==> src/fpct_pkg.sv <==
// Types and constants shared by the farthest point and centroid tracker.
package fpct_pkg;

   localparam int COORD_W     = 16;
   localparam int INDEX_W     = 20;
   localparam int SQ_W        = 32;
   localparam int DIST_W      = 34;
   localparam int SUM_W       = 29;
   localparam int COUNT_OUT_W = 13;
   localparam int LANES       = 3;
   localparam int CSR_IDX_W   = 2;
   localparam int REQ_DATA_W  = 72;
   localparam int RSP_DATA_W  = 168;

   localparam logic [CSR_IDX_W-1:0] REG_TIP_X = 2'd0;
   localparam logic [CSR_IDX_W-1:0] REG_TIP_Y = 2'd1;
   localparam logic [CSR_IDX_W-1:0] REG_TIP_Z = 2'd2;

   // One classified point on its way from the front to the back.
   typedef struct packed {
      logic                          first;
      logic                          last;
      logic [INDEX_W-1:0]            index;
      logic [LANES-1:0][COORD_W-1:0] pos;
      logic [DIST_W-1:0]             dist_sq;
   } item_type;

   // One result as it leaves the back.
   typedef struct packed {
      logic [LANES-1:0][COORD_W-1:0] far_pos;
      logic [INDEX_W-1:0]            far_index;
      logic [DIST_W-1:0]             far_dist_sq;
      logic                          found;
      logic [LANES-1:0][COORD_W-1:0] mean;
      logic                          mean_valid;
      logic [COUNT_OUT_W-1:0]        point_count;
   } result_type;

   typedef struct packed {
      logic busy;
      logic done;
   } div_status_type;

endpackage

==> src/fpct_fifo.sv <==
// Two-entry queue between the front and the back.
module fpct_fifo #(
   parameter int WIDTH = 8
) (
   input  logic             clock,
   input  logic             reset,
   input  logic             in_valid,
   output logic             in_ready,
   input  logic [WIDTH-1:0] in_data,
   output logic             out_valid,
   input  logic             out_ready,
   output logic [WIDTH-1:0] out_data
);

   logic [WIDTH-1:0] mem_ff [2];
   logic             wr_ptr_ff, wr_ptr_in;
   logic             rd_ptr_ff, rd_ptr_in;
   logic [1:0]       cnt_ff, cnt_in;
   logic             push, pop;

   assign in_ready  = (cnt_ff != 2'd2);
   assign out_valid = (cnt_ff != 2'd0);
   assign out_data  = mem_ff[rd_ptr_ff];
   assign push      = in_valid && in_ready;
   assign pop       = out_valid && out_ready;

   always_comb begin
      wr_ptr_in = push ? ~wr_ptr_ff : wr_ptr_ff;
      rd_ptr_in = pop ? ~rd_ptr_ff : rd_ptr_ff;
      cnt_in    = cnt_ff;
      if (push && !pop) begin
         cnt_in = cnt_ff + 2'd1;
      end else if (pop && !push) begin
         cnt_in = cnt_ff - 2'd1;
      end
   end

   always_ff @(posedge clock) begin
      if (reset) begin
         wr_ptr_ff <= 1'b0;
         rd_ptr_ff <= 1'b0;
         cnt_ff    <= 2'd0;
      end else begin
         wr_ptr_ff <= wr_ptr_in;
         rd_ptr_ff <= rd_ptr_in;
         cnt_ff    <= cnt_in;
      end
   end

   always_ff @(posedge clock) begin
      if (push) begin
         mem_ff[wr_ptr_ff] <= in_data;
      end
   end

endmodule

==> src/fpct_front.sv <==
// Front end: tip registers, point intake and squared distance to the tip.
module fpct_front
   import fpct_pkg::*;
(
   input  logic                  clock,
   input  logic                  reset,
   input  logic                  req_tvalid,
   output logic                  req_tready,
   input  logic [REQ_DATA_W-1:0] req_tdata,
   input  logic                  req_tuser,
   input  logic                  req_tlast,
   input  logic                  csr_valid,
   output logic                  csr_ready,
   input  logic [CSR_IDX_W-1:0]  csr_index,
   input  logic [COORD_W-1:0]    csr_data,
   output logic                  out_valid,
   input  logic                  out_ready,
   output item_type              out_item
);

   logic [LANES-1:0][COORD_W-1:0] tip_ff, tip_in;
   logic                          s1_valid_ff, s1_valid_in;
   item_type                      s1_item_ff, s1_item_in;
   logic [LANES-1:0][SQ_W-1:0]    s1_sq_ff, s1_sq_in;
   logic                          req_take;
   logic signed [COORD_W:0]       diff [LANES];
   logic [COORD_W:0]              mag  [LANES];

   assign csr_ready  = 1'b1;
   assign req_tready = !s1_valid_ff || out_ready;
   assign req_take   = req_tvalid && req_tready;

   always_comb begin
      tip_in = tip_ff;
      if (csr_valid) begin
         case (csr_index)
            REG_TIP_X: tip_in[0] = csr_data;
            REG_TIP_Y: tip_in[1] = csr_data;
            REG_TIP_Z: tip_in[2] = csr_data;
            default:   tip_in    = tip_ff;
         endcase
      end
   end

   always_comb begin
      s1_item_in.pos     = req_tdata[LANES*COORD_W-1:0];
      s1_item_in.index   = req_tdata[LANES*COORD_W +: INDEX_W];
      s1_item_in.first   = req_tuser;
      s1_item_in.last    = req_tlast;
      s1_item_in.dist_sq = '0;
      for (int i = 0; i < LANES; i++) begin
         diff[i] = $signed({s1_item_in.pos[i][COORD_W-1], s1_item_in.pos[i]})
                 - $signed({tip_ff[i][COORD_W-1], tip_ff[i]});
         mag[i]  = diff[i][COORD_W] ? (COORD_W+1)'(-diff[i]) : (COORD_W+1)'(diff[i]);
         s1_sq_in[i] = mag[i][COORD_W-1:0] * mag[i][COORD_W-1:0];
      end
   end

   assign s1_valid_in = req_take ? 1'b1 : (out_ready ? 1'b0 : s1_valid_ff);

   always_ff @(posedge clock) begin
      if (reset) begin
         tip_ff      <= '0;
         s1_valid_ff <= 1'b0;
      end else begin
         tip_ff      <= tip_in;
         s1_valid_ff <= s1_valid_in;
      end
   end

   always_ff @(posedge clock) begin
      if (req_take) begin
         s1_item_ff <= s1_item_in;
         s1_sq_ff   <= s1_sq_in;
      end
   end

   // Three squares of at most 65535^2 each never reach the 34-bit limit.
   always_comb begin
      out_item         = s1_item_ff;
      out_item.dist_sq = DIST_W'(s1_sq_ff[0]) + DIST_W'(s1_sq_ff[1])
                       + DIST_W'(s1_sq_ff[2]);
   end

   assign out_valid = s1_valid_ff;

endmodule

==> src/fpct_div.sv <==
// Restoring divider, one quotient bit per cycle, for one coordinate mean.
module fpct_div
   import fpct_pkg::*;
#(
   parameter int DEN_W = 13
) (
   input  logic               clock,
   input  logic               reset,
   input  logic               start,
   input  logic [SUM_W-1:0]   num,
   input  logic [DEN_W-1:0]   den,
   output div_status_type     status,
   output logic [SUM_W-1:0]   quo
);

   localparam int STEP_W = $clog2(SUM_W + 1);

   logic [STEP_W-1:0] step_ff, step_in;
   logic              done_ff, done_in;
   logic [DEN_W:0]    rem_ff, rem_in;
   logic [SUM_W-1:0]  num_ff, num_in;
   logic [DEN_W-1:0]  den_ff, den_in;
   logic [DEN_W:0]    shifted;
   logic              ge;

   assign shifted = {rem_ff[DEN_W-1:0], num_ff[SUM_W-1]};
   assign ge      = (shifted >= {1'b0, den_ff});

   always_comb begin
      step_in = step_ff;
      done_in = done_ff;
      rem_in  = rem_ff;
      num_in  = num_ff;
      den_in  = den_ff;
      if (start) begin
         step_in = STEP_W'(SUM_W);
         done_in = 1'b0;
         rem_in  = '0;
         num_in  = num;
         den_in  = den;
      end else if (step_ff != '0) begin
         rem_in  = ge ? (shifted - {1'b0, den_ff}) : shifted;
         num_in  = {num_ff[SUM_W-2:0], ge};
         step_in = step_ff - STEP_W'(1);
         done_in = (step_ff == STEP_W'(1));
      end
   end

   always_ff @(posedge clock) begin
      if (reset) begin
         step_ff <= '0;
         done_ff <= 1'b0;
      end else begin
         step_ff <= step_in;
         done_ff <= done_in;
      end
   end

   always_ff @(posedge clock) begin
      rem_ff <= rem_in;
      num_ff <= num_in;
      den_ff <= den_in;
   end

   assign status.busy = (step_ff != '0);
   assign status.done = done_ff;
   assign quo         = num_ff;

endmodule

==> src/fpct_back.sv <==
// Back end: farthest point tracking, saturating sums, count and mean.
module fpct_back
   import fpct_pkg::*;
#(
   parameter int MAX_POINTS = 4096
) (
   input  logic       clock,
   input  logic       reset,
   input  logic       in_valid,
   output logic       in_ready,
   input  item_type   in_item,
   output logic       out_valid,
   input  logic       out_ready,
   output result_type out_data
);

   localparam int CNT_W = $clog2(MAX_POINTS + 1);

   localparam logic [1:0] ST_RUN  = 2'd0;
   localparam logic [1:0] ST_LOAD = 2'd1;
   localparam logic [1:0] ST_DIV  = 2'd2;

   logic [1:0]                    state_ff, state_in;
   logic [DIST_W-1:0]             best_dist_ff, best_dist_in;
   logic [LANES-1:0][COORD_W-1:0] best_pos_ff, best_pos_in;
   logic [INDEX_W-1:0]            best_index_ff, best_index_in;
   logic                          best_found_ff, best_found_in;
   logic [SUM_W-1:0]              sum_ff [LANES];
   logic [SUM_W-1:0]              sum_in [LANES];
   logic [CNT_W-1:0]              count_ff, count_in;
   logic                          out_valid_ff, out_valid_in;
   result_type                    out_data_ff, out_data_in;

   logic                          out_free, pop, take, better;
   logic [DIST_W-1:0]             base_dist;
   logic [LANES-1:0][COORD_W-1:0] base_pos;
   logic [INDEX_W-1:0]            base_index;
   logic                          base_found;
   logic [SUM_W-1:0]              base_sum [LANES];
   logic [CNT_W-1:0]              base_count;
   logic                          div_start;
   logic [SUM_W-1:0]              div_num  [LANES];
   logic [SUM_W-1:0]              div_quo  [LANES];
   div_status_type                div_stat [LANES];
   logic                          div_done;
   logic [LANES-1:0][COORD_W-1:0] mean_val;

   function automatic logic [SUM_W-1:0] sat_add(input logic [SUM_W-1:0] s,
                                                input logic [COORD_W-1:0] p);
      logic [SUM_W:0] t;
      t = {s[SUM_W-1], s} + {{(SUM_W+1-COORD_W){p[COORD_W-1]}}, p};
      if (t[SUM_W] != t[SUM_W-1]) begin
         sat_add = t[SUM_W] ? {1'b1, {(SUM_W-1){1'b0}}} : {1'b0, {(SUM_W-1){1'b1}}};
      end else begin
         sat_add = t[SUM_W-1:0];
      end
   endfunction

   function automatic logic [SUM_W-1:0] abs_sum(input logic [SUM_W-1:0] s);
      abs_sum = s[SUM_W-1] ? (~s + SUM_W'(1)) : s;
   endfunction

   // Give back the signed mean from the quotient magnitude, clamped to 16 bits.
   function automatic logic [COORD_W-1:0] mean_of(input logic neg,
                                                  input logic [SUM_W-1:0] q,
                                                  input logic empty);
      if (empty) begin
         mean_of = '0;
      end else if (!neg) begin
         mean_of = (q > SUM_W'(32767)) ? 16'h7FFF : q[COORD_W-1:0];
      end else begin
         mean_of = (q > SUM_W'(32768)) ? 16'h8000 : (~q[COORD_W-1:0] + 16'd1);
      end
   endfunction

   assign out_free = !out_valid_ff || out_ready;
   assign pop      = (state_ff == ST_RUN) && in_valid && out_free;
   assign in_ready = (state_ff == ST_RUN) && out_free;

   // A first-flagged item starts from a cleared cloud.
   always_comb begin
      base_dist  = in_item.first ? '0 : best_dist_ff;
      base_pos   = in_item.first ? '0 : best_pos_ff;
      base_index = in_item.first ? '0 : best_index_ff;
      base_found = in_item.first ? 1'b0 : best_found_ff;
      base_count = in_item.first ? '0 : count_ff;
      for (int i = 0; i < LANES; i++) begin
         base_sum[i] = in_item.first ? '0 : sum_ff[i];
      end
      take   = (base_count < CNT_W'(MAX_POINTS));
      better = take && (in_item.dist_sq > base_dist);
   end

   assign div_start = (state_ff == ST_LOAD);
   assign div_done  = div_stat[0].done && div_stat[1].done && div_stat[2].done;

   always_comb begin
      for (int i = 0; i < LANES; i++) begin
         div_num[i]  = abs_sum(sum_ff[i]) + SUM_W'(count_ff >> 1);
         mean_val[i] = mean_of(sum_ff[i][SUM_W-1], div_quo[i], count_ff == '0);
      end
   end

   for (genvar g = 0; g < LANES; g++) begin : g_div
      fpct_div #(
         .DEN_W (CNT_W)
      ) u_div (
         .clock  (clock),
         .reset  (reset),
         .start  (div_start),
         .num    (div_num[g]),
         .den    (count_ff),
         .status (div_stat[g]),
         .quo    (div_quo[g])
      );
   end

   always_comb begin
      state_in      = state_ff;
      best_dist_in  = best_dist_ff;
      best_pos_in   = best_pos_ff;
      best_index_in = best_index_ff;
      best_found_in = best_found_ff;
      count_in      = count_ff;
      for (int i = 0; i < LANES; i++) begin
         sum_in[i] = sum_ff[i];
      end
      out_valid_in = out_ready ? 1'b0 : out_valid_ff;
      out_data_in  = out_data_ff;

      case (state_ff)
         ST_RUN: begin
            if (pop) begin
               best_dist_in  = better ? in_item.dist_sq : base_dist;
               best_pos_in   = better ? in_item.pos     : base_pos;
               best_index_in = better ? in_item.index   : base_index;
               best_found_in = better ? 1'b1            : base_found;
               count_in      = take ? base_count + CNT_W'(1) : base_count;
               for (int i = 0; i < LANES; i++) begin
                  sum_in[i] = take ? sat_add(base_sum[i], in_item.pos[i]) : base_sum[i];
               end
               if (in_item.last) begin
                  state_in = ST_LOAD;
               end else begin
                  out_valid_in            = 1'b1;
                  out_data_in.far_pos     = best_pos_in;
                  out_data_in.far_index   = best_index_in;
                  out_data_in.far_dist_sq = best_dist_in;
                  out_data_in.found       = best_found_in;
                  out_data_in.mean        = '0;
                  out_data_in.mean_valid  = 1'b0;
                  out_data_in.point_count = COUNT_OUT_W'(count_in);
               end
            end
         end
         ST_LOAD: begin
            state_in = ST_DIV;
         end
         ST_DIV: begin
            if (div_done && out_free) begin
               state_in                = ST_RUN;
               out_valid_in            = 1'b1;
               out_data_in.far_pos     = best_pos_ff;
               out_data_in.far_index   = best_index_ff;
               out_data_in.far_dist_sq = best_dist_ff;
               out_data_in.found       = best_found_ff;
               out_data_in.mean        = mean_val;
               out_data_in.mean_valid  = 1'b1;
               out_data_in.point_count = COUNT_OUT_W'(count_ff);
            end
         end
         default: begin
            state_in = ST_RUN;
         end
      endcase
   end

   always_ff @(posedge clock) begin
      if (reset) begin
         state_ff      <= ST_RUN;
         best_dist_ff  <= '0;
         best_pos_ff   <= '0;
         best_index_ff <= '0;
         best_found_ff <= 1'b0;
         count_ff      <= '0;
         out_valid_ff  <= 1'b0;
         for (int i = 0; i < LANES; i++) begin
            sum_ff[i] <= '0;
         end
      end else begin
         state_ff      <= state_in;
         best_dist_ff  <= best_dist_in;
         best_pos_ff   <= best_pos_in;
         best_index_ff <= best_index_in;
         best_found_ff <= best_found_in;
         count_ff      <= count_in;
         out_valid_ff  <= out_valid_in;
         for (int i = 0; i < LANES; i++) begin
            sum_ff[i] <= sum_in[i];
         end
      end
   end

   always_ff @(posedge clock) begin
      out_data_ff <= out_data_in;
   end

   assign out_valid = out_valid_ff;
   assign out_data  = out_data_ff;

endmodule

==> src/farthest_point_and_centroid_tracker_unit.sv <==
// Farthest point and centroid tracker: top level.
//
// Points enter on the req_ stream, one per transfer; every point gives exactly one
// result transfer on the rsp_ stream, in order. req_tuser set clears the cloud
// before that point; req_tlast set asks for the cloud mean, returned with rsp_tlast.
// The user must write the tip point through the csr_ port only while no point is
// in flight; the block itself does not enforce this. An ordinary point passes the
// front stage register, the two-entry queue and the result register; a last-flagged
// point also waits for the 29-step restoring divider of each mean coordinate (three
// run side by side). One point per cycle between mean requests while rsp_tready is
// high; a mean request holds the back end while the front keeps filling its queue.
// When the receiver holds rsp_tready low the result register holds its data,
// the two-entry queue fills, and then req_tready drops.
// Reset clears the tip, the farthest point, sums and count; no clearing pass.
module farthest_point_and_centroid_tracker_unit
   import fpct_pkg::*;
#(
   parameter int MAX_POINTS = 4096
) (
   input  logic                  clock,
   input  logic                  reset,
   input  logic                  req_tvalid,
   output logic                  req_tready,
   input  logic [REQ_DATA_W-1:0] req_tdata,   // pos_x, pos_y, pos_z, point_index, zero pad
   input  logic                  req_tuser,   // first
   input  logic                  req_tlast,   // last
   output logic                  rsp_tvalid,
   input  logic                  rsp_tready,
   // far_x, far_y, far_z, far_index, far_dist_sq, mean_x, mean_y, mean_z,
   // point_count, zero pad
   output logic [RSP_DATA_W-1:0] rsp_tdata,
   output logic                  rsp_tuser,   // found
   output logic                  rsp_tlast,   // mean_valid
   input  logic                  csr_valid,
   output logic                  csr_ready,
   input  logic [CSR_IDX_W-1:0]  csr_index,
   input  logic [COORD_W-1:0]    csr_data
);

   logic       fr_valid, fr_ready;
   item_type   fr_item;
   logic       q_valid, q_ready;
   item_type   q_item;
   result_type result;

   fpct_front u_front (
      .clock      (clock),
      .reset      (reset),
      .req_tvalid (req_tvalid),
      .req_tready (req_tready),
      .req_tdata  (req_tdata),
      .req_tuser  (req_tuser),
      .req_tlast  (req_tlast),
      .csr_valid  (csr_valid),
      .csr_ready  (csr_ready),
      .csr_index  (csr_index),
      .csr_data   (csr_data),
      .out_valid  (fr_valid),
      .out_ready  (fr_ready),
      .out_item   (fr_item)
   );

   fpct_fifo #(
      .WIDTH ($bits(item_type))
   ) u_fifo (
      .clock     (clock),
      .reset     (reset),
      .in_valid  (fr_valid),
      .in_ready  (fr_ready),
      .in_data   (fr_item),
      .out_valid (q_valid),
      .out_ready (q_ready),
      .out_data  (q_item)
   );

   fpct_back #(
      .MAX_POINTS (MAX_POINTS)
   ) u_back (
      .clock     (clock),
      .reset     (reset),
      .in_valid  (q_valid),
      .in_ready  (q_ready),
      .in_item   (q_item),
      .out_valid (rsp_tvalid),
      .out_ready (rsp_tready),
      .out_data  (result)
   );

   assign rsp_tdata = {5'd0,
                       result.point_count,
                       result.mean[2], result.mean[1], result.mean[0],
                       result.far_dist_sq,
                       result.far_index,
                       result.far_pos[2], result.far_pos[1], result.far_pos[0]};
   assign rsp_tuser = result.found;
   assign rsp_tlast = result.mean_valid;

endmodule

==> config.mk <==
export PLATFORM = sky130hd
export DESIGN_NAME = farthest_point_and_centroid_tracker_unit
export DESIGN_NICKNAME = d
export VERILOG_FILES = /design/src/fpct_pkg.sv /design/src/fpct_fifo.sv /design/src/fpct_front.sv /design/src/fpct_div.sv /design/src/fpct_back.sv /design/src/farthest_point_and_centroid_tracker_unit.sv
export SDC_FILE = /design/constraint.sdc
export NUM_CORES = 2
export LEC_CHECK = 0
export BUFFER_PORTS_ARGS = -buffer_cell sky130_fd_sc_hd__buf_2
export CORE_MARGIN = 3
export CORE_UTILIZATION = 45
export CTS_CLUSTER_DIAMETER = 200
export DETAILED_ROUTE_END_ITERATION = 8
export SETUP_SLACK_MARGIN = 0.15
export SLEW_MARGIN = 20
export SYNTH_ARGS = -nofsm -noshare
export SYNTH_HDL_FRONTEND = slang
export SYNTH_SLANG_ARGS = --single-unit
export TNS_END_PERCENT = 1
==> constraint.sdc <==
create_clock -name clock -period 27.3 [get_ports clock]
set_clock_uncertainty 0.15 [all_clocks]
set_input_delay 2.73 -clock clock [delete_from_list [all_inputs] [get_ports clock]]
set_output_delay 2.73 -clock clock [all_outputs]
set_load 0.03 [all_outputs]
==> flow_summary.toml <==
[drt]
drc = 0
wl_microns = 195000
via_count = 56134
wl_per_cell_microns = 19.0
drtAntennaViolNets = 0
drt_iter0_drc = 3474
detail_route.vias_per_cell = 5.45
firstDrtPassIters = 5

[global_route]
globalRouteMet3Util_pct = 2.27
grt_pass1_wl_microns = 311000
grt.total_usage_pct = 22.4
overflow = 0
grt_max_degree = 94
busiest_layer = "met2"
grt_util_met1_pct = 28.3
antenna_found_initial = 4
met2_usage_pct = 39.2
first_global_vias = 56208

[timing]
setup_tns_ps = 0
max-slew-margin-rel_pct = 21.1
worst_slack_ps = 13740
worst_pin_slew_ps = 1180
period_needed_ps = 13560
setup_viol = 0
finalCritPeriodShare_pct = 49.7
fmax_mhz = 73.7
rsz0062_at_grt = "no"
hold_viol = 0
slew_violations = 0

[setup_path]
worstPathMaxFanout = 9
slowest_stage = "xnor2_1"
path_class = "in -> reg"
path_delay_family = "adder cells"
endpoint_kind = "register"
crit_arrival_ps = 13890
required_ps = 27630
slowest_delay_ps = 860
cp_num_buf_inv = 8
startpoint_type = "input pin"

[job]
maxCapViolations = 0

[logic_synthesis]
async_flop_share_pct = 0
ys_top_cells_by_count = "1,024 x inv_1, 683 x nor2_1, 636 x edfxtp_1, 616 x ha_1, 611 x nand2_1"
yosysUniqueCellTypes = 88
synth_area_leaders = "edfxtp_1 25%, fa_1 13%, ha_1 10%"
synth_cells = 7863
synth_most_common_cell = "inv_1"
synthFlopType = "edfxtp_1"
ys_ff_latch = 953
synth-edff-count = 636
yosysWarnings = 0
ys_seq_area_share_pct = 33.7
yosysTopAreaCellShare_pct = 25.3
yosys.area.top_type = "edfxtp_1"
syn_area_per_cell_sq_um = 9.61
syn-cell-area_sq_um = 75500

[hold_path]
hold_class = "reg -> reg"

[final_layout]
syn2layout_area_growth_pct = 9.88
fin_nets = 9228
layout-drive-gt1-share_pct = 7.54
design_area_sq_um = 83000
n_fill_cell = 15394

[die]
io_pins = 270
dieArea_sq_um = 173000
initial_core_util_pct = 45.5
row_count = 149
core_sq_um = 166000
fp.dieH_microns = 416
die_x_microns = 416

[clock_network]
cts_tree = "done"
post-cts-setup-buffers = 0
post_cts_resized = 0
clkLatencyLatePin_ps = 740
cts-root-buf = "clkbuf_16"
cts_hold_buf = 0
cts_buffers = 105
cts_buffer_depth = 3
htree_num_levels = 3
clk_pin_slew_ps = 60
cts.sinks = 953

[placed_design]
dpl_cell_area_sq_um = 79200
gp_congestion = 0.889
portBuffers = 259
dp_slack_ps = 13200
hpwl_microns = 148000

[outcome]
outcome = "complete, no violations"
==> stage by stage <==
stage / util (%) / std cells / hold slack [ps]
final: 50.0 / 10297 / 285
after global routing: 50.0 / 10295 / 296
after CTS: 50.0 / 10291 / 292
after global placement: 47.7 / 10092 / 272
after detailed placement: 47.7 / 10092 / 280
after floorplan: - / 7867 / 271
==> registers in the layout (all words and copies together) (netlist names), 2 cells and up, named ones only <==
signal / flops
u_fifo.mem_ff: 208
u_back.g_div.u_div.den_ff: 13
u_back.g_div.u_div.rem_ff: 39
u_back.state_ff: 2
u_back.g_div.u_div.quo: 87
u_back.g_div.u_div.step_ff: 15
u_back.g_div.u_div.done_ff: 3
u_back.best_index_ff: 20
u_front.tip_ff: 48
u_back.count_ff: 13
u_front.s1_sq_ff: 93
u_fifo.cnt_ff: 2
u_back.best_dist_ff: 34
u_back.sum_ff: 87
u_front.out_item: 70
u_back.out_data: 165
u_back.best_pos_ff: 48
==> per-layer routing <==
| layer | wire, microns | part of all wire [%] |
|---|---|---|
| met3 | 7590 | 3.9 |
| met4 | 8040 | 4.1 |
| met2 | 96900 | 50 |
| met1 | 82700 | 42 |
| met5 | 13 | 0.0067 |
==> layout make-up <==
type                    count  area, sq um  share of cell area [%]
multi-input cells        5570        45200                    54.5
flip-flops and latches    953        25400                    30.7
inverters                1040         3900                    4.70
clock buffers             138         2860                    3.45
well taps                2189         2740                    3.30
repair buffers            341         1940                    2.34
clock inverters            61          866                    1.04
diodes                      5         12.5                  0.0151
==> cell usage in the layout, fill, tap and decap left out, drive strengths merged, types with 43 or more instances in the layout <==
cell type,synthesis,routed
ha,616,616
nand4,54,54
a31oi,43,43
o2bb2ai,207,207
o21a,53,53
buf,23,341
o21ai,345,345
xor2,174,174
nor2,683,683
a21o,164,164
nand2,611,611
dfxtp,317,317
inv,1027,1036
or3,59,59
edfxtp,636,636
and2,99,99
clkbuf,281,138
fa,504,504
nor3,128,128
nor2b,50,50
mux2i,173,173
clkinv,13,44
nand3,79,79
a211oi,117,117
nand2b,81,81
xnor2,319,319
a21oi,447,447
o21bai,61,61
==> worst register-to-register path: cells and delay by family (launching register included) <==
kind,cells,cell delay [ps]
adder cells (fa/ha/maj),9,3670
XOR/XNOR,2,1020
AND/OR/NAND/NOR,6,1630
flip-flops,1,340
buffers and inverters,6,1020
AO/OA/AOI/OAI,11,3640
==> path summary, 6_finish.rpt <==
path	slack, ps	cells after the start	to	start
setup / recovery	13740	36	u_front.s1_sq_ff[30]	req_tdata[0]
hold / removal	290	0	u_fifo.mem_ff[0][73]	u_front.out_item[73]
setup reg to reg	15560	34	u_front.s1_sq_ff[30]	u_front.tip_ff[0]
hold reg to reg	290	0	u_fifo.mem_ff[0][73]	u_front.out_item[73]
==> logic make-up (layout without fill, tap and decap cells) <==
logic type                 after synthesis  in the layout  synth area share, %
muxes                                  180            180                 2.40
other                                    2             11              0.00994
AOI/OAI and AO/OA                     1711           1711                 15.0
and+or+nand+nor                       2021           2021                 12.3
buffers and inverters                 1344           1580                 6.71
adders and majority gates             1158           1158                 24.1
DFF                                    953            953                 33.7
xor gates and xnor gates               494            494                 5.75
Power is not shown: default switching activity piles up to over one toggle a cycle in this logic, so the estimate is an artifact.
